## src/rtl/abpf_pkg.sv

```systemverilog
package abpf_pkg;

   localparam int MAX_CHANNELS_DEF = 8;
   localparam int MAX_SAMPLES_DEF  = 255;
   localparam int QUEUE_DEPTH      = 2;

   localparam int CSR_ADDR_W = 4;
   localparam int CSR_DATA_W = 32;

   localparam logic [15:0] CRC_POLY = 16'hA001;
   localparam logic [15:0] CRC_INIT = 16'hFFFF;

   localparam logic [3:0]  CHANNELS_RESET = 4'd5;
   localparam logic [7:0]  SAMPLES_RESET  = 8'd80;
   localparam logic        REVERSE_RESET  = 1'b1;
   localparam logic [15:0] SYNC_RESET     = 16'hAABB;

   typedef enum logic [1:0] {
      REG_CHANNELS = 2'd0,
      REG_SAMPLES  = 2'd1,
      REG_REVERSE  = 2'd2,
      REG_SYNC     = 2'd3
   } csr_reg_type;

   typedef enum logic [1:0] {
      KIND_HEADER = 2'd0,
      KIND_DATA   = 2'd1,
      KIND_CRC    = 2'd2
   } byte_kind_type;

   typedef enum logic [3:0] {
      STEP_IDLE,
      STEP_SYNC_HI,
      STEP_SYNC_LO,
      STEP_PACKET,
      STEP_DATA_LO,
      STEP_DATA_HI,
      STEP_CRC_LO,
      STEP_CRC_HI
   } step_type;

   typedef struct packed {
      logic [3:0]  channels;
      logic [7:0]  samples;
      logic        reverse;
      logic [15:0] sync;
   } cfg_type;

   // One classified reading, as handed from the front to the back.
   typedef struct packed {
      logic        header;
      logic        tail;
      logic [15:0] sync;
      logic [7:0]  packet;
      logic [7:0]  lo;
      logic [7:0]  hi;
   } cmd_type;

   function automatic logic [15:0] crc_byte(input logic [15:0] crc, input logic [7:0] b);
      logic [15:0] c;
      c = crc ^ {8'h00, b};
      for (int k = 0; k < 8; k++) begin
         c = c[0] ? ((c >> 1) ^ CRC_POLY) : (c >> 1);
      end
      return c;
   endfunction

   function automatic logic [7:0] flip8(input logic [7:0] v);
      logic [7:0] r;
      for (int i = 0; i < 8; i++) begin
         r[i] = v[7-i];
      end
      return r;
   endfunction

endpackage

```

## src/rtl/abpf_front.sv

```systemverilog
module abpf_front #(
   parameter int MAX_CHANNELS = abpf_pkg::MAX_CHANNELS_DEF,
   parameter int MAX_SAMPLES  = abpf_pkg::MAX_SAMPLES_DEF
) (
   input  logic              clock,
   input  logic              reset,
   input  abpf_pkg::cfg_type cfg,
   input  logic              req_tvalid,
   output logic              req_tready,
   input  logic [7:0]        low_byte,
   input  logic [7:0]        high_byte_raw,
   input  logic              q_full,
   output logic              q_push,
   output abpf_pkg::cmd_type q_cmd
);
   import abpf_pkg::*;

   localparam int CH_W  = (MAX_CHANNELS > 1) ? $clog2(MAX_CHANNELS) : 1;
   localparam int CMP_W = 5;

   logic [CH_W-1:0]  ch_idx_ff, ch_idx_in;
   logic [7:0]       smp_idx_ff, smp_idx_in;
   logic [7:0]       packet_ff, packet_in;
   logic [CMP_W-1:0] nch, ch_cfg, ch_max, ch_plus;
   logic [8:0]       nsm, smp_cfg, smp_max, smp_plus;
   logic             set_end, packet_end;

   assign req_tready = !q_full;
   assign q_push     = req_tvalid && !q_full;

   always_comb begin
      ch_cfg = {1'b0, cfg.channels};
      ch_max = CMP_W'(MAX_CHANNELS);
      if (ch_cfg == '0) begin
         nch = CMP_W'(1);
      end else if (ch_cfg > ch_max) begin
         nch = ch_max;
      end else begin
         nch = ch_cfg;
      end
      smp_cfg = {1'b0, cfg.samples};
      smp_max = 9'(MAX_SAMPLES);
      if (smp_cfg == '0) begin
         nsm = 9'd1;
      end else if (smp_cfg > smp_max) begin
         nsm = smp_max;
      end else begin
         nsm = smp_cfg;
      end
   end

   // An index at or past a lowered count closes the set or packet right away.
   assign ch_plus    = CMP_W'(ch_idx_ff) + CMP_W'(1);
   assign smp_plus   = {1'b0, smp_idx_ff} + 9'd1;
   assign set_end    = ch_plus >= nch;
   assign packet_end = set_end && (smp_plus >= nsm);

   always_comb begin
      q_cmd.header = (ch_idx_ff == '0) && (smp_idx_ff == '0);
      q_cmd.tail   = packet_end;
      q_cmd.sync   = cfg.sync;
      q_cmd.packet = packet_ff;
      q_cmd.lo     = low_byte;
      q_cmd.hi     = cfg.reverse ? flip8(high_byte_raw) : high_byte_raw;
   end

   always_comb begin
      ch_idx_in  = ch_idx_ff;
      smp_idx_in = smp_idx_ff;
      packet_in  = packet_ff;
      if (q_push) begin
         if (!set_end) begin
            ch_idx_in = ch_plus[CH_W-1:0];
         end else begin
            ch_idx_in = '0;
            if (packet_end) begin
               smp_idx_in = '0;
               packet_in  = packet_ff + 8'd1;
            end else begin
               smp_idx_in = smp_plus[7:0];
            end
         end
      end
   end

   always_ff @(posedge clock) begin
      if (reset) begin
         ch_idx_ff  <= '0;
         smp_idx_ff <= '0;
         packet_ff  <= '0;
      end else begin
         ch_idx_ff  <= ch_idx_in;
         smp_idx_ff <= smp_idx_in;
         packet_ff  <= packet_in;
      end
   end

endmodule

```

## src/rtl/abpf_queue.sv

```systemverilog
module abpf_queue #(
   parameter int DEPTH = abpf_pkg::QUEUE_DEPTH
) (
   input  logic              clock,
   input  logic              reset,
   input  logic              push,
   input  abpf_pkg::cmd_type push_cmd,
   output logic              full,
   input  logic              pop,
   output abpf_pkg::cmd_type pop_cmd,
   output logic              empty
);
   import abpf_pkg::*;

   localparam int PTR_W = (DEPTH > 1) ? $clog2(DEPTH) : 1;
   localparam int CNT_W = $clog2(DEPTH + 1);

   cmd_type          entries_ff [DEPTH];
   logic [PTR_W-1:0] wr_ptr_ff, wr_ptr_in, rd_ptr_ff, rd_ptr_in;
   logic [CNT_W-1:0] count_ff, count_in;
   logic             do_push, do_pop;

   assign full    = count_ff == CNT_W'(DEPTH);
   assign empty   = count_ff == '0;
   assign do_push = push && !full;
   assign do_pop  = pop && !empty;
   assign pop_cmd = entries_ff[rd_ptr_ff];

   always_comb begin
      wr_ptr_in = wr_ptr_ff;
      rd_ptr_in = rd_ptr_ff;
      count_in  = count_ff;
      if (do_push) begin
         wr_ptr_in = (wr_ptr_ff == PTR_W'(DEPTH - 1)) ? '0 : wr_ptr_ff + PTR_W'(1);
      end
      if (do_pop) begin
         rd_ptr_in = (rd_ptr_ff == PTR_W'(DEPTH - 1)) ? '0 : rd_ptr_ff + PTR_W'(1);
      end
      if (do_push && !do_pop) begin
         count_in = count_ff + CNT_W'(1);
      end else if (do_pop && !do_push) begin
         count_in = count_ff - CNT_W'(1);
      end
   end

   always_ff @(posedge clock) begin
      if (reset) begin
         wr_ptr_ff <= '0;
         rd_ptr_ff <= '0;
         count_ff  <= '0;
      end else begin
         wr_ptr_ff <= wr_ptr_in;
         rd_ptr_ff <= rd_ptr_in;
         count_ff  <= count_in;
      end
   end

   always_ff @(posedge clock) begin
      if (do_push) begin
         entries_ff[wr_ptr_ff] <= push_cmd;
      end
   end

endmodule

```

## src/rtl/abpf_back.sv

```systemverilog
module abpf_back (
   input  logic              clock,
   input  logic              reset,
   input  abpf_pkg::cmd_type q_cmd,
   input  logic              q_empty,
   output logic              q_pop,
   output logic              rsp_tvalid,
   input  logic              rsp_tready,
   output logic [7:0]        rsp_tdata,  // out_byte
   output logic [2:0]        rsp_tuser,  // byte_kind[1:0], last_of_run[2]
   output logic              rsp_tlast   // end_of_packet
);
   import abpf_pkg::*;

   step_type      step_ff, step_in;
   cmd_type       cmd_ff;
   logic [15:0]   crc_ff, crc_in;
   logic          out_valid_ff;
   logic [7:0]    out_byte_ff;
   byte_kind_type out_kind_ff;
   logic          out_eop_ff, out_last_ff;

   logic          emits, slot_free, adv, finishing, load;
   logic [7:0]    byte_in;
   byte_kind_type kind_in;
   logic          eop_in, last_in;
   logic [15:0]   crc_zero, crc_final;

   assign slot_free = !out_valid_ff || rsp_tready;
   assign emits     = (step_ff != STEP_IDLE);
   assign adv       = emits && slot_free;
   assign finishing = adv && (((step_ff == STEP_DATA_HI) && !cmd_ff.tail)
                              || (step_ff == STEP_CRC_HI));
   assign load      = !q_empty && ((step_ff == STEP_IDLE) || finishing);
   assign q_pop     = load;
   // The checksum slot counts as two zero bytes, folded in together with the low CRC byte.
   assign crc_zero  = crc_byte(crc_ff, 8'h00);
   assign crc_final = crc_byte(crc_zero, 8'h00);

   // Next state.
   always_comb begin
      step_in = step_ff;
      if (load) begin
         step_in = q_cmd.header ? STEP_SYNC_HI : STEP_DATA_LO;
      end else if (adv) begin
         unique case (step_ff)
            STEP_SYNC_HI: step_in = STEP_SYNC_LO;
            STEP_SYNC_LO: step_in = STEP_PACKET;
            STEP_PACKET:  step_in = STEP_DATA_LO;
            STEP_DATA_LO: step_in = STEP_DATA_HI;
            STEP_DATA_HI: step_in = cmd_ff.tail ? STEP_CRC_LO : STEP_IDLE;
            STEP_CRC_LO:  step_in = STEP_CRC_HI;
            STEP_CRC_HI:  step_in = STEP_IDLE;
            default:      step_in = STEP_IDLE;
         endcase
      end
   end

   // Byte and CRC of the current step.
   always_comb begin
      byte_in = 8'h00;
      kind_in = KIND_HEADER;
      eop_in  = 1'b0;
      last_in = 1'b0;
      crc_in  = crc_ff;
      unique case (step_ff)
         STEP_SYNC_HI: begin
            byte_in = cmd_ff.sync[15:8];
            crc_in  = crc_byte(crc_ff, byte_in);
         end
         STEP_SYNC_LO: begin
            byte_in = cmd_ff.sync[7:0];
            crc_in  = crc_byte(crc_ff, byte_in);
         end
         STEP_PACKET: begin
            byte_in = cmd_ff.packet;
            crc_in  = crc_byte(crc_ff, byte_in);
         end
         STEP_DATA_LO: begin
            byte_in = cmd_ff.lo;
            kind_in = KIND_DATA;
            crc_in  = crc_byte(crc_ff, byte_in);
         end
         STEP_DATA_HI: begin
            byte_in = cmd_ff.hi;
            kind_in = KIND_DATA;
            last_in = !cmd_ff.tail;
            crc_in  = crc_byte(crc_ff, byte_in);
         end
         STEP_CRC_LO: begin
            byte_in = crc_final[7:0];
            kind_in = KIND_CRC;
            crc_in  = crc_final;
         end
         STEP_CRC_HI: begin
            byte_in = crc_ff[15:8];
            kind_in = KIND_CRC;
            eop_in  = 1'b1;
            last_in = 1'b1;
            crc_in  = CRC_INIT;
         end
         default: begin
            crc_in = crc_ff;
         end
      endcase
   end

   always_ff @(posedge clock) begin
      if (reset) begin
         step_ff      <= STEP_IDLE;
         crc_ff       <= CRC_INIT;
         out_valid_ff <= 1'b0;
      end else begin
         step_ff <= step_in;
         if (adv) begin
            crc_ff <= crc_in;
         end
         if (adv && emits) begin
            out_valid_ff <= 1'b1;
         end else if (rsp_tready) begin
            out_valid_ff <= 1'b0;
         end
      end
   end

   always_ff @(posedge clock) begin
      if (load) begin
         cmd_ff <= q_cmd;
      end
      if (adv && emits) begin
         out_byte_ff <= byte_in;
         out_kind_ff <= kind_in;
         out_eop_ff  <= eop_in;
         out_last_ff <= last_in;
      end
   end

   assign rsp_tvalid = out_valid_ff;
   assign rsp_tdata  = out_byte_ff;
   assign rsp_tuser  = {out_last_ff, out_kind_ff};
   assign rsp_tlast  = out_eop_ff;

endmodule

```

## src/rtl/adc_batch_packet_framer_crc16.sv

```systemverilog
// Channel   Direction  Transfer content
// req_*     in         one ADC reading: tdata = low_byte[7:0], high_byte_raw[15:8]
// rsp_*     out        one packet byte: tdata = out_byte, tuser = byte_kind, last_of_run
// csr_*     in         register writes and reads, byte address 4 * register index
//
// The back end sends one byte per cycle while rsp_tready is high: a reading gives 2
// bytes, 5 when it opens a packet, and 2 more CRC bytes when it closes one: 2 to 7 bytes.
// The front end classifies one reading per cycle into a 2-entry queue until it fills.
// Reset is synchronous and restores the register defaults, the counters and the CRC.
// A stall on rsp_* holds the byte register; readings are taken until the queue fills.
module adc_batch_packet_framer_crc16 #(
   parameter int MAX_CHANNELS = abpf_pkg::MAX_CHANNELS_DEF,
   parameter int MAX_SAMPLES  = abpf_pkg::MAX_SAMPLES_DEF
) (
   input  logic                            clock,
   input  logic                            reset,
   input  logic                            req_tvalid,
   output logic                            req_tready,
   input  logic [15:0]                     req_tdata,   // low_byte, high_byte_raw
   output logic                            rsp_tvalid,
   input  logic                            rsp_tready,
   output logic [7:0]                      rsp_tdata,   // out_byte
   output logic [2:0]                      rsp_tuser,   // byte_kind[1:0], last_of_run[2]
   output logic                            rsp_tlast,   // end_of_packet
   input  logic                            csr_psel,
   input  logic                            csr_penable,
   input  logic                            csr_pwrite,
   input  logic [abpf_pkg::CSR_ADDR_W-1:0] csr_paddr,
   input  logic [abpf_pkg::CSR_DATA_W-1:0] csr_pwdata,
   output logic [abpf_pkg::CSR_DATA_W-1:0] csr_prdata,
   output logic                            csr_pready
);
   import abpf_pkg::*;

   cfg_type     cfg_ff, cfg_in;
   csr_reg_type reg_sel;
   logic        csr_write;
   logic        q_full, q_empty, q_push, q_pop;
   cmd_type     push_cmd, pop_cmd;

   assign csr_pready = 1'b1;
   assign reg_sel    = csr_reg_type'(csr_paddr[3:2]);
   assign csr_write  = csr_psel && csr_penable && csr_pwrite && csr_pready;

   always_comb begin
      cfg_in = cfg_ff;
      if (csr_write) begin
         unique case (reg_sel)
            REG_CHANNELS: cfg_in.channels = csr_pwdata[3:0];
            REG_SAMPLES:  cfg_in.samples  = csr_pwdata[7:0];
            REG_REVERSE:  cfg_in.reverse  = csr_pwdata[0];
            REG_SYNC:     cfg_in.sync     = csr_pwdata[15:0];
         endcase
      end
   end

   always_comb begin
      unique case (reg_sel)
         REG_CHANNELS: csr_prdata = CSR_DATA_W'(cfg_ff.channels);
         REG_SAMPLES:  csr_prdata = CSR_DATA_W'(cfg_ff.samples);
         REG_REVERSE:  csr_prdata = CSR_DATA_W'(cfg_ff.reverse);
         REG_SYNC:     csr_prdata = CSR_DATA_W'(cfg_ff.sync);
      endcase
   end

   always_ff @(posedge clock) begin
      if (reset) begin
         cfg_ff.channels <= CHANNELS_RESET;
         cfg_ff.samples  <= SAMPLES_RESET;
         cfg_ff.reverse  <= REVERSE_RESET;
         cfg_ff.sync     <= SYNC_RESET;
      end else begin
         cfg_ff <= cfg_in;
      end
   end

   abpf_front #(
      .MAX_CHANNELS(MAX_CHANNELS),
      .MAX_SAMPLES (MAX_SAMPLES)
   ) u_front (
      .clock        (clock),
      .reset        (reset),
      .cfg          (cfg_ff),
      .req_tvalid   (req_tvalid),
      .req_tready   (req_tready),
      .low_byte     (req_tdata[7:0]),
      .high_byte_raw(req_tdata[15:8]),
      .q_full       (q_full),
      .q_push       (q_push),
      .q_cmd        (push_cmd)
   );

   abpf_queue #(
      .DEPTH(QUEUE_DEPTH)
   ) u_queue (
      .clock   (clock),
      .reset   (reset),
      .push    (q_push),
      .push_cmd(push_cmd),
      .full    (q_full),
      .pop     (q_pop),
      .pop_cmd (pop_cmd),
      .empty   (q_empty)
   );

   abpf_back u_back (
      .clock     (clock),
      .reset     (reset),
      .q_cmd     (pop_cmd),
      .q_empty   (q_empty),
      .q_pop     (q_pop),
      .rsp_tvalid(rsp_tvalid),
      .rsp_tready(rsp_tready),
      .rsp_tdata (rsp_tdata),
      .rsp_tuser (rsp_tuser),
      .rsp_tlast (rsp_tlast)
   );

endmodule

```

## config.mk

```make
export PLATFORM = sky130hd
export DESIGN_NAME = adc_batch_packet_framer_crc16
export DESIGN_NICKNAME = d
export VERILOG_FILES = /design/src/rtl/abpf_pkg.sv /design/src/rtl/abpf_front.sv /design/src/rtl/abpf_queue.sv /design/src/rtl/abpf_back.sv /design/src/rtl/adc_batch_packet_framer_crc16.sv
export SDC_FILE = /design/constraint.sdc
export NUM_CORES = 1
export LEC_CHECK = 0
export BUFFER_PORTS_ARGS = -buffer_cell sky130_fd_sc_hd__buf_2
export CAP_MARGIN = 30
export CELL_PAD_IN_SITES_DETAIL_PLACEMENT = 1
export CELL_PAD_IN_SITES_GLOBAL_PLACEMENT = 1
export CORE_MARGIN = 4
export CORE_UTILIZATION = 43
export CTS_CLUSTER_DIAMETER = 200
export CTS_CLUSTER_SIZE = 16
export DETAILED_ROUTE_END_ITERATION = 8
export PLACE_DENSITY = 0.8
export SETUP_SLACK_MARGIN = 0.05
export SLEW_MARGIN = 20
export SYNTH_ARGS = -nofsm -noshare
export SYNTH_HDL_FRONTEND = slang
export SYNTH_SLANG_ARGS = --single-unit
```

## constraint.sdc

```tcl
create_clock -name clock -period 2.7 [get_ports clock]
set_input_delay 0.405 -clock clock [delete_from_list [all_inputs] [get_ports clock]]
set_output_delay 0.405 -clock clock [all_outputs]
set_load 0.1 [all_outputs]
```

; ---- Word level (Yosys, flattened, before mapping)
; Memory sizes are Yosys's and may differ from the RTL's. A register that Yosys moved wholly into a read port is not among the register bits.
; Cells that the tools add are included.
[word_totals]
input_bits = 59
regBits = 126
wordCells = 232
rom_bits = 0
output_inout_bits = 47
mem_bits_rw = 84
mem_count = 1
latch_bits = 0
[mem_list]
columns = name, words, word_bits, rd, rd_ports_with_merged_regs, write_ports, line_no
row1 = u_queue.entries_ff, 2, 42, 1, 1, 1, abpf_queue.sv:18  ; cmd_type entries_ff [DEPTH];
[classes]
addsub = 7
muxes = 83
n_eq_ne = 11
n_reduce_logical = 44
n_shift = 0
div = 0
mul = 0
magnitude_cmp = 3
bitwise_logic = 61
[ops]
columns = operator, n
row1 = $mux W16, 56
row2 = $not A2 Y3, 56
row3 = $pmux W32 S4, 1
row4 = $pmux W16 S7, 1
row5 = $xor A16 B8 Y16, 5
row6 = $pmux W8 S7, 1
row7 = $mux W8, 3
row8 = $pmux W3 S6, 1
row9 = $eq A4 B3 Y1 const B, 4
row10 = $logic_not A8 Y1, 2
row11 = $logic_and A1 B1 Y1, 14
row12 = $mux W4, 3
row13 = $reduce_and A2 Y1, 6
row14 = $add A8 B1 Y9 const B, 1
row15 = $ge A9 B8 Y1, 1
row16 = $mux W1, 9
row17 = $mux W3, 3
row18 = $add A8 B1 Y8 const B, 1
row19 = $eq A4 B2 Y1 const B, 2
row20 = $logic_not A4 Y1, 2
row21 = $reduce_bool A7 Y1, 1
row22 = $eq A2 B2 Y1 const B, 3
row23 = $logic_not A1 Y1, 6
row24 = $reduce_bool A2 Y1, 3
row25 = other kinds (18), 24

; ---- Depth between registers and ports, before layout
; Gate-level depths: netlist of the first run.
[logic_depth]
depth_word = 33
depth_mapped = 12
depth_no_buf = 12

; ---- By module
; A second synthesis of the first run with hierarchy kept.
[hier_totals]
cells_unflattened = 993
area_unflattened_um2 = 11402.2
[modules_own_cells]
columns = module, n_inst, seq_area_each_um2, area_each_um2, cells_each
row1 = abpf_back, 1, 1991.9, 4745.8, 443
row2 = abpf_queue, 1, 2622.5, 3238.1, 156
row3 = abpf_front, 1, 380.4, 1836.8, 220
row4 = adc_batch_packet_framer_crc16, 1, 580.6, 1581.5, 174

; ---- Worst setup path before layout of the first run
; OpenSTA, ideal clock, no wires.
[synth_timing]
path_kind = register to register
from = register u_queue.count_ff[0]
to = memory u_queue.entries_ff[0][0] in the netlist's numbering, enable pin
period_less_slack_ns = 3.718
t_arrival_ns = 3.275
t_required_ns = 2.257
path_buffers = 0
setup_slack_ns = -1.018
setup_time_ns = 0.443
path_stages_with_launch = 4
cell_sequence = dfxtp_1 nand2b_1 nand2_1 nor2_1
[synth_between]
elab_chain_len = 6
[synth_lines]
columns = item, line_no
row1 = "start, declared", abpf_queue.sv:20  ; logic [CNT_W-1:0] count_ff, count_in;
row2 = "start signal, assigned", abpf_queue.sv:54  ; count_ff <= count_in;
row3 = $eq A2 B2 Y1 (*), abpf_queue.sv:23  ; assign full = count_ff == CNT_W'(DEPTH);
row4 = $logic_not A1 Y1 (*), -
row5 = named net req_tready, adc_batch_packet_framer_crc16.sv:18  ; output logic req_tready,
row6 = $logic_and A1 B1 Y1, abpf_front.sv:29  ; assign q_push = req_tvalid && !q_full;
row7 = $logic_and A1 B1 Y1 (*), abpf_queue.sv:25  ; assign do_push = push && !full;
row8 = $mux W1 (*), abpf_queue.sv:59  ; if (do_push) begin
row9 = $mux W1 (not written as such) (*), abpf_queue.sv:60  ; entries_ff[wr_ptr_ff] <= push_cmd;
row10 = "end, declared", abpf_queue.sv:18
; The timed path passes the listed nets; every way through them passes the cells marked *.

; ---- Worst setup path after layout of the first run
[layout_timing]
from = register u_front.smp_idx_ff[0]
to = register u_front.packet_ff[3]
[layout_between]
elab_chain_len = 4
[layout_lines]
columns = item, line_no
row1 = "start, declared", abpf_front.sv:22  ; logic [7:0] smp_idx_ff, smp_idx_in;
row2 = "start signal, assigned", abpf_front.sv:93  ; smp_idx_ff <= smp_idx_in;
row3 = $add A8 B1 Y9, abpf_front.sv:54  ; assign smp_plus = {1'b0, smp_idx_ff} + 9'd1;
row4 = $ge A9 B8 Y1, abpf_front.sv:56  ; assign packet_end = set_end && (smp_plus >= nsm);
row5 = $logic_and A1 B1 Y1, abpf_front.sv:56
row6 = $reduce_and A3 Y1 (no source line), -
row7 = "end signal, assigned", abpf_front.sv:94  ; packet_ff <= packet_in;
row8 = "end, declared", abpf_front.sv:23  ; logic [7:0] packet_ff, packet_in;
; No other way between the ends.
; A chain may end at the register's enable or synchronous reset.

==> results of run 1 <==
worst paths after layout:
kind                    startpoint                   endpoint  slack [ps]  cells past startpoint
max          u_front.smp_idx_ff[0]       u_front.packet_ff[3]         -30                     13
min                   req_tdata[6]  u_queue.entries_ff[0][14]         120                      1
max reg2reg  u_front.smp_idx_ff[0]       u_front.packet_ff[3]         -30                     13
min reg2reg             cfg_ff[15]  u_queue.entries_ff[1][39]         480                      0
cell type report:
cell class | instances | area [µm²]
clock inverters | 1 | 16.3
repair buffers | 135 | 911
multi-input cells | 629 | 5060
well taps | 324 | 405
flip-flops and latches | 210 | 5590
inverters | 21 | 80.1
fillers | 2574 | 11900
clock buffers | 28 | 467
power by group through the flow:
stage | logic, mW | registers (mW) | clock network (mW)
detailed placement | 9.45 | 4.98 | 0
global placement | 9.15 | 4.94 | 0
CTS | 9.55 | 4.91 | 2.39
global route | 10.3 | 4.98 | 2.53
finish | 9.65 | 4.93 | 2.36
floorplan | 6.43 | 5.34 | 0
repair_timing:
action                                  CTS  global route
gates resized for setup                  19            40
cloned                                    0             0
endpoints found under the setup margin   16            22
pin swaps                                14            22
setup buffers                             3             4
stage by stage:
| step | instances | setup slack [ps] | hold WS [ps] | utilization [%] | setup TNS, ps |
|---|---|---|---|---|---|
| 6_report | 1348 | -32.6 | 119 | 51.4 | -51.4 |
| 5_1_grt | 1348 | -146 | 106 | 51.4 | -1010 |
| 4_1_cts | 1344 | 53.2 | 103 | 50.4 | 0 |
| 3_5_place_dp | 1312 | -128 | 457 | 47.9 | -541 |
| 3_3_place_gp | 1312 | 6.76 | 451 | 47.9 | 0 |
| 2_1_floorplan | 926 | -342 | 432 | - | -28120 |
worst reg2reg max path: cells and delay by family (launching register included):
kind	cells	cell delay [ps]
compound gates	2	630
xor+xnor	2	490
fa+ha+maj	1	270
buf+inv	2	280
flops	1	370
simple gates	6	560
metal layers:
layer / wire length, µm / vias to the layer above
li1: - / 3465
met3: 1590 / 81
met5: 0 / -
met1: 12400 / 3894
met4: 1120 / 0
met2: 16000 / 258
state kept, by name, summed over array words and instances (netlist names), 3 cells and up, named ones only:
name                count
cfg_ff                 29
u_queue.entries_ff     84
u_back.step_ff          3
u_back.cmd_ff          41
u_back.crc_ff          16
u_front.smp_idx_ff      8
u_back.rsp_tdata        8
u_front.packet_ff       8
u_front.ch_idx_ff       3
cells by family after synthesis:
group	after synthesis	synth area share, %
AOI/OAI and AO/OA	172	11.0
xor gates and xnor gates	138	12.8
adders and majority gates	18	2.11
buffers and inverters	87	4.29
DFF	210	52.1
muxes	86	8.96
other	2	0.0702
and+or+nand+nor	198	8.63
layout by cell type (no fill, tap or decap), types with 13 or more instances in the layout:
cell type,synthesis,final
mux2_2,55,55
buf_4,20,55
a211o_1,19,19
and3_1,13,13
nand2_1,38,35
xor2_1,46,45
edfxtp_1,137,137
buf_2,1,70
xnor2_1,79,75
dfxtp_1,73,69
nor2_1,79,74
o21ai_0,25,20
a21oi_1,39,32
nor2b_1,21,15
inv_1,18,16
conb_1,2,17
clkbuf_16,0,17
mux2i_1,29,29
ha_1,18,13
==> metrics.yaml, run 1 <==
status:
  status: "finished, violations left"
  violations: "negative setup slack"
clock_network:
  cts_max_level: 1
  cts_tree: "built"
  clk_latency_ps: 490
  hold_buffers: 0
  cts-buffers-inserted: 17
  clkTransAtPathRegs_ps: 80
  root_buffer: "clkbuf_16"
  ctsLongestPathBuffers: 3
  cts_sinks: 210
timing:
  setup_violations: 2
  period_share_pct: 101
  fin_worst_skew_ps: 38.0
  relSlewSlack_pct: 46.7
  fin_crit_ps: 2730
  timing.final.hold_violations: 0
  finalMaxSlewViolations: 0
  rsz0062_at_grt: "true"
  worst_slack_ps: -32.6
  max_clock_freq_mhz: 366
  worstMarginPinSlew_ps: 793
drt:
  routedWlPerCell_um: 23.1
  via_per_inst: 5.71
  drt_wl_total_um: 31200
  num_vias: 7698
  ant_nets: 0
  dr.pass1.iters: 6
  drtIter0Drc: 683
  drc: 0
synth:
  syn_area_per_cell_um2: 11.7
  synth_edf_count: 137
  synth_common_cells: "edfxtp_1, nor2_1, xnor2_1"
  synth_area_leaders: "edfxtp_1, dfxtp_1, xnor2_1, mux2_2, xor2_1"
  ys_ff_latch: 210
  syn_inst: 911
  seq_area_frac_synth_pct: 52.1
  ys.flop_type: "edfxtp_1"
  synth_top_area_share_pct: 38.5
  syn_area_um2: 10700
  synth.most_common_cell: "edfxtp_1"
  yosys.area.top_type: "edfxtp_1"
  synth_cell_type_count: 67
  yosysWarnings: 0
  async_flop_share_pct: 0
power_and_ir_drop:
  p_seq_share_pct: 29.1
  ir_worst_vdd_v: 0.000686
  p_comb_share_pct: 57.0
  power_leakage_nw: 4.55
  switching_share_pct: 43.6
  p_int_mw: 9.54
  clkPwrFrac_pct: 13.9
  power_density_nw_per_um2: 1350
  power_mw: 16.9
  p_sw_mw: 7.39
floorplan:
  io_pins: 106
  die_area_um2: 27500
  die_x_um: 166
  core_area_um2: 24400
  die_h_um: 166
  core.rowCount: 57
  initial_core_util_pct: 43.8
global_route:
  use_met2_pct: 36.6
  antenna_found_initial: 0
  gr-usage-met3_pct: 3.05
  gr-total-overflow: 0
  grt_first_pass_wirelength_um: 46300
  met1_usage_pct: 26.4
  grt_pass1_vias: 8096
  grt_start_max_net_pins: 42
  busiest_layer: "met2"
  track_usage_pct: 20.9
setup_path:
  crit_type: "reg -> reg"
  cp_top_family: "compound AO/OA/AOI/OAI gates"
  critPathArrivalTime_ps: 3090
  cp_max_fo: 4
  critPathRequiredTime_ps: 3060
  slowest_delay_ps: 370
  worstSetupStartpointType: "flip-flop"
  crit_chain: "buf_6 > nand3_4 > nor2_4 > nand3_2 > xnor2_2 > ha_4 > nand4_1 > nor3_2 > a311o_2 > buf_4 > o211ai_1 > xor2_1 > nor2_1"
  cp-end-kind: "flip-flop"
  critPathBufInv: 2
  cp_slowest_cell: "dfxtp_4"
placement:
  postPlaceCellArea_um2: 11700
  portBuffers: 70
  gp_routability_congestion: 0.897
  hpwlAfterDp_um: 21000
layout:
  final_nets: 1091
  area_delta_synth_final_pct: 17.1
  n_antenna_cell: 0
  finalInstanceArea_um2: 12500
  drive_gt1_share_pct: 27.5
hold_path:
  hold_path.class: "in -> reg"
flow_run:
  cap_violations: 0
Power figures use the tool's default switching activity.
==> run 2, diff against run 1 <==
CORE_MARGIN = not set   (was 4)
PLACE_DENSITY = 0.82   (was 0.8)
==> run 2 against run 1 <==
  * Combinational power decreased by 0.8%
  * Hold slack lost 9.2 ps
  * First-iteration DRC count fell by 12%
  * Cell count grew 0.37%
  * Sequential share of layout area rose by 0.17 points
  * Via count up 0.73%
  * Sequential power hardly changed
  * The run still ends with negative setup slack left
==> metrics.yaml, run 2 (synthesis gave the netlist of run 1 again) <==
floorplan:
  core.rowCount: 57
  core_area_um2: 24400
  die_x_um: 160
  die_h_um: 160
  die_area_um2: 25500
  initial_core_util_pct: 43.8
  io_pins: 106
placement:
  hpwlAfterDp_um: 21100
  postPlaceCellArea_um2: 11700
  gp_routability_congestion: 0.912
  dpl.cell_count: 1317
  portBuffers: 70
global_route:
  gr-total-overflow: 0
  grt_first_pass_wirelength_um: 46300
  antenna_found_initial: 0
  grt_pass1_vias: 8143
  track_usage_pct: 23.2
  grt_start_max_net_pins: 33
layout:
  finalInstanceArea_um2: 12500
  n_antenna_cell: 0
  final_nets: 1096
  regMostFlops: "u_queue.entries_ff"
  fillers: 2611
  reg_top3: "u_queue.entries_ff: 84 flops, u_back.cmd_ff: 41 flops, cfg_ff: 29 flops"
  multi_input_area_um2: 5030
  largest_register_ffs: 84
  drive_gt1_share_pct: 27.5
  seq_area_um2: 5580
  final_cells: 1353
  fin_util_pct: 51.1
  layout_commonest_cell: "edfxtp_1"
  area_delta_synth_final_pct: 16.6
  final_cell_mix: "edfxtp_1, xnor2_1, nor2_1"
clock_network:
  clk_latency_ps: 480
  clkTransAtPathRegs_ps: 80
  cts-buffers-inserted: 17
  root_buffer: "clkbuf_16"
  cts_max_level: 1
  cts_sinks: 210
  hold_buffers: 0
  cts_tree: "built"
  ctsLongestPathBuffers: 3
drt:
  drc: 0
  drt_wl_total_um: 30800
  via_per_inst: 5.73
  ant_nets: 0
  dr.pass1.iters: 5
  drtIter0Drc: 599
  routedWlPerCell_um: 22.8
  num_vias: 7754
timing:
  fin_crit_ps: 2780
  worstMarginPinSlew_ps: 694
  fin_worst_skew_ps: 17.3
  period_share_pct: 103
  setup_violations: 6
  tns_ps: -204
  rsz0062_at_grt: "true"
  relSlewSlack_pct: 53.5
  timing.final.hold_violations: 0
  max_clock_freq_mhz: 360
  worst_slack_ps: -81.0
  finalMaxSlewViolations: 0
status:
  status: "finished, violations left"
  violations: "negative setup slack"
hold_path:
  min_to: "u_queue.entries_ff[0][8]"
  hold_depth: 1
  hold_path_startpoint: "req_tdata[0]"
  hold_path.class: "in -> reg"
setup_path:
  critPathArrivalTime_ps: 3140
  r2r-start: "u_front.smp_idx_ff[1]"
  reg2reg_to: "u_front.packet_ff[3]"
  cp_slowest_cell: "nor3_1"
  cpMostUsedCell: "ha_4"
  crit_cells: 12
  cp-end-kind: "flip-flop"
  crit_type: "reg -> reg"
  r2r_cells: 12
  cp_top_family: "simple AND/OR/NAND/NOR gates"
  cp_max_fo: 4
  reg2reg_slack_ps: -80
  crit_chain: "ha_4 > nand3_4 > nor3_1 > or2_4 > ha_4 > nand2_2 > nor3_2 > a311o_2 > buf_4 > o211ai_1 > xor2_1 > nor2_1"
  worstSetupStartpointType: "flip-flop"
  slowest_delay_ps: 390
  critPathRequiredTime_ps: 3060
  critPathBufInv: 1
power_and_ir_drop:
  ir_worst_vdd_v: 0.000696
  power_leakage_nw: 4.55
  power_density_nw_per_um2: 1350
flow_run:
  cap_violations: 0
-- run 2: cell count changes in the layout (fill, tap and decap cells not counted), sizes merged --
cell  before  now
buf      135  140
-- run 2: layer usage --
metal / part of all wire (%) / global-route usage [%]
met5: 0 / 0
met4: 4.0 / 10.3
met3: 4.7 / 2.78
met2: 51 / 40.5
met1: 40 / 28.9
-- run 2: worst max path at each step --
stage	start	slack (ps)	endpoint
finish	u_front.smp_idx_ff[1]	-80	u_front.packet_ff[3]
global route	u_front.smp_idx_ff[1]	-160	u_front.packet_ff[3]
CTS	u_front.smp_idx_ff[0]	50	u_front.packet_ff[1]
detailed placement	u_front.smp_idx_ff[1]	-70	u_front.smp_idx_ff[7]
global placement	u_front.smp_idx_ff[1]	-10	u_front.smp_idx_ff[5]
floorplan	u_queue.count_ff[0]	-340	u_queue.entries_ff[0][0]
-- run 2: timing repair --
item	4_1_cts	5_1_grt
endpoints found under the setup margin	15	19
hold endpoints to repair	0	0
setup buffers	5	2
gates resized for setup	10	39
pin swaps	10	21
-- run 2: layout make-up --
| class | instances | share of cell area, % |
|---|---|---|
| Clock buffer | 28 | 3.74 |
| Clock inverter | 1 | 0.130 |
| Inverter | 21 | 0.642 |
| Multi-Input combinational cell | 629 | 40.3 |
| Sequential cell | 210 | 44.8 |
| Tap cell | 324 | 3.25 |
| Timing Repair Buffer | 140 | 7.17 |
-- run 2: power by group --
group,switching [mW],total [mW],internal (mW)
Sequential,0.706,4.96,4.25
Clock,1.15,2.35,1.20
Combinational,5.52,9.57,4.05
Total,7.37,16.9,9.51
-- run 2: metrics by stage --
| stage | total power, mW | setup WS, ps | hold slack, ps |
|---|---|---|---|
| detailed placement | 14.3 | -66.5 | 465 |
| global route | 17.7 | -161 | 105 |
| floorplan | 11.8 | -342 | 432 |
| finish | 16.9 | -81.0 | 110 |
| global placement | 14.0 | -11.4 | 457 |
| CTS | 16.7 | 50.2 | 99.0 |
==> run 3, diff against run 2 <==
CORE_ASPECT_RATIO = 1.4   (was not set)
==> run 3 against run 2 <==
  * Largest power group unchanged
  * Via count decreased by 2.7%
  * Clock skew rose by 5.8 ps
  * Largest cell class unchanged
  * The run still ends with negative setup slack left
  * Clock-buffer cell count unchanged
==> metrics.yaml, run 3 (synthesis gave the netlist of run 1 again) <==
floorplan:
  core_area_um2: 24100
  die_area_um2: 25500
  core.rowCount: 67
  die_h_um: 189
  die_x_um: 135
  io_pins: 106
  initial_core_util_pct: 44.3
setup_path:
  cp_max_fo: 5
  worstSetupStartpointType: "flip-flop"
  r2r_cells: 13
  critPathRequiredTime_ps: 3110
  critPathArrivalTime_ps: 3160
  crit_type: "reg -> reg"
  cp-end-kind: "flip-flop"
timing:
  max_clock_freq_mhz: 363
  holdWs_ps: 105
  worst_slack_ps: -57.7
  fin_worst_skew_ps: 23.1
  timing.final.hold_violations: 0
  worstMarginPinSlew_ps: 826
  setup_violations: 9
  tns_ps: -283
  period_share_pct: 102
  rsz0062_at_grt: "true"
  fin_crit_ps: 2760
  relSlewSlack_pct: 44.5
  finalMaxSlewViolations: 0
flow_run:
  cap_violations: 0
layout:
  area_delta_synth_final_pct: 16.2
  largest_register_ffs: 84
  reg_top3: "u_queue.entries_ff: 84 flops, u_back.cmd_ff: 41 flops, cfg_ff: 29 flops"
  finalInstanceArea_um2: 12400
  final_cell_mix: "edfxtp_1, xnor2_1, nor2_1"
  final_nets: 1090
  regMostFlops: "u_queue.entries_ff"
  n_antenna_cell: 0
  final_cells: 1334
  fin_util_pct: 51.5
  layout_commonest_cell: "edfxtp_1"
  drive_gt1_share_pct: 27.3
placement:
  dpl.cell_count: 1293
  postPlaceCellArea_um2: 11600
  hpwlAfterDp_um: 20700
  gp_routability_congestion: 0.902
  portBuffers: 70
  pre_cts_ws_ps: -114
hold_path:
  hold_path.class: "in -> reg"
  hold_depth: 1
status:
  violations: "negative setup slack"
  status: "finished, violations left"
clock_network:
  hold_buffers: 0
  clkTransAtPathRegs_ps: 70
  cts_tree: "built"
  ctsLongestPathBuffers: 3
  root_buffer: "clkbuf_16"
  clk_latency_ps: 490
  cts_sinks: 210
  cts_max_level: 1
  cts-buffers-inserted: 17
drt:
  drtIter0Drc: 436
  ant_nets: 0
  via_per_inst: 5.65
  drc: 0
  dr.pass1.iters: 5
  routedWlPerCell_um: 21.9
  drt_wl_total_um: 29200
  num_vias: 7541
global_route:
  antenna_found_initial: 0
  grt_pass1_vias: 8003
  grt_start_max_net_pins: 42
  track_usage_pct: 23.1
  gr-total-overflow: 0
  grt_first_pass_wirelength_um: 45300
power_and_ir_drop:
  power_mw: 16.8
  ir_worst_vdd_v: 0.000617
  power_density_nw_per_um2: 1350
  power_leakage_nw: 4.52
==> run 3: cell types whose count changed in the layout (fill, tap and decap cells not counted), sizes merged <==
cell  change
inv       +1
buf       -6
==> run 3: repair_timing <==
| item | in CTS | in global routing |
|---|---|---|
| gates resized for setup | 20 | 31 |
| endpoints found under the setup margin | 17 | 20 |
| buffers inserted | 6 | 5 |
| pin swaps | 10 | 23 |
==> run 3: final timing paths <==
check | from | to | slack, ps
setup / recovery | u_front.smp_idx_ff[0] | u_front.packet_ff[5] | -60
setup reg to reg | u_front.smp_idx_ff[0] | u_front.packet_ff[5] | -60
hold reg to reg | cfg_ff[13] | u_queue.entries_ff[0][37] | 490
hold / removal | req_tdata[5] | u_queue.entries_ff[0][13] | 110
==> run 3: power by group <==
group          internal (mW)  total (mW)  switching (mW)  leakage, nW
registers               4.26        4.93           0.671         1.83
clock network           1.21        2.35            1.15        0.234
logic                   4.02        9.56            5.54         2.46
total                   9.48        16.8            7.36         4.52
==> run 3: cell type report <==
type                    count  area [µm²]
multi-input cells         629        5000
inverters                  21        80.1
flip-flops and latches    210        5580
clock inverters             2        25.0
fillers                  2561       11700
well taps                 310         388
repair buffers            134         891
clock buffers              28         467
==> run 3: metal layers <==
metal  vias up  track usage (%)  part of all wire, %
met5         -                0                    0
met4         0             12.4                  6.0
met3       100             2.72                  3.4
met2       215             42.4                   53
met1      3756             25.7                   38
li1       3470                -                    -
==> run 3: critical path, cell delays in order (launching register included) <==
cell	delay [ps]
dfxtp_2	360
ha_4	150
buf_4	120
nand3_2	100
xnor2_2	170
ha_1	320
nand2_1	100
o21bai_1	180
a21oi_1	200
o21a_2	250
o21ai_4	110
buf_6	170
or3_4	320
a21oi_2	130
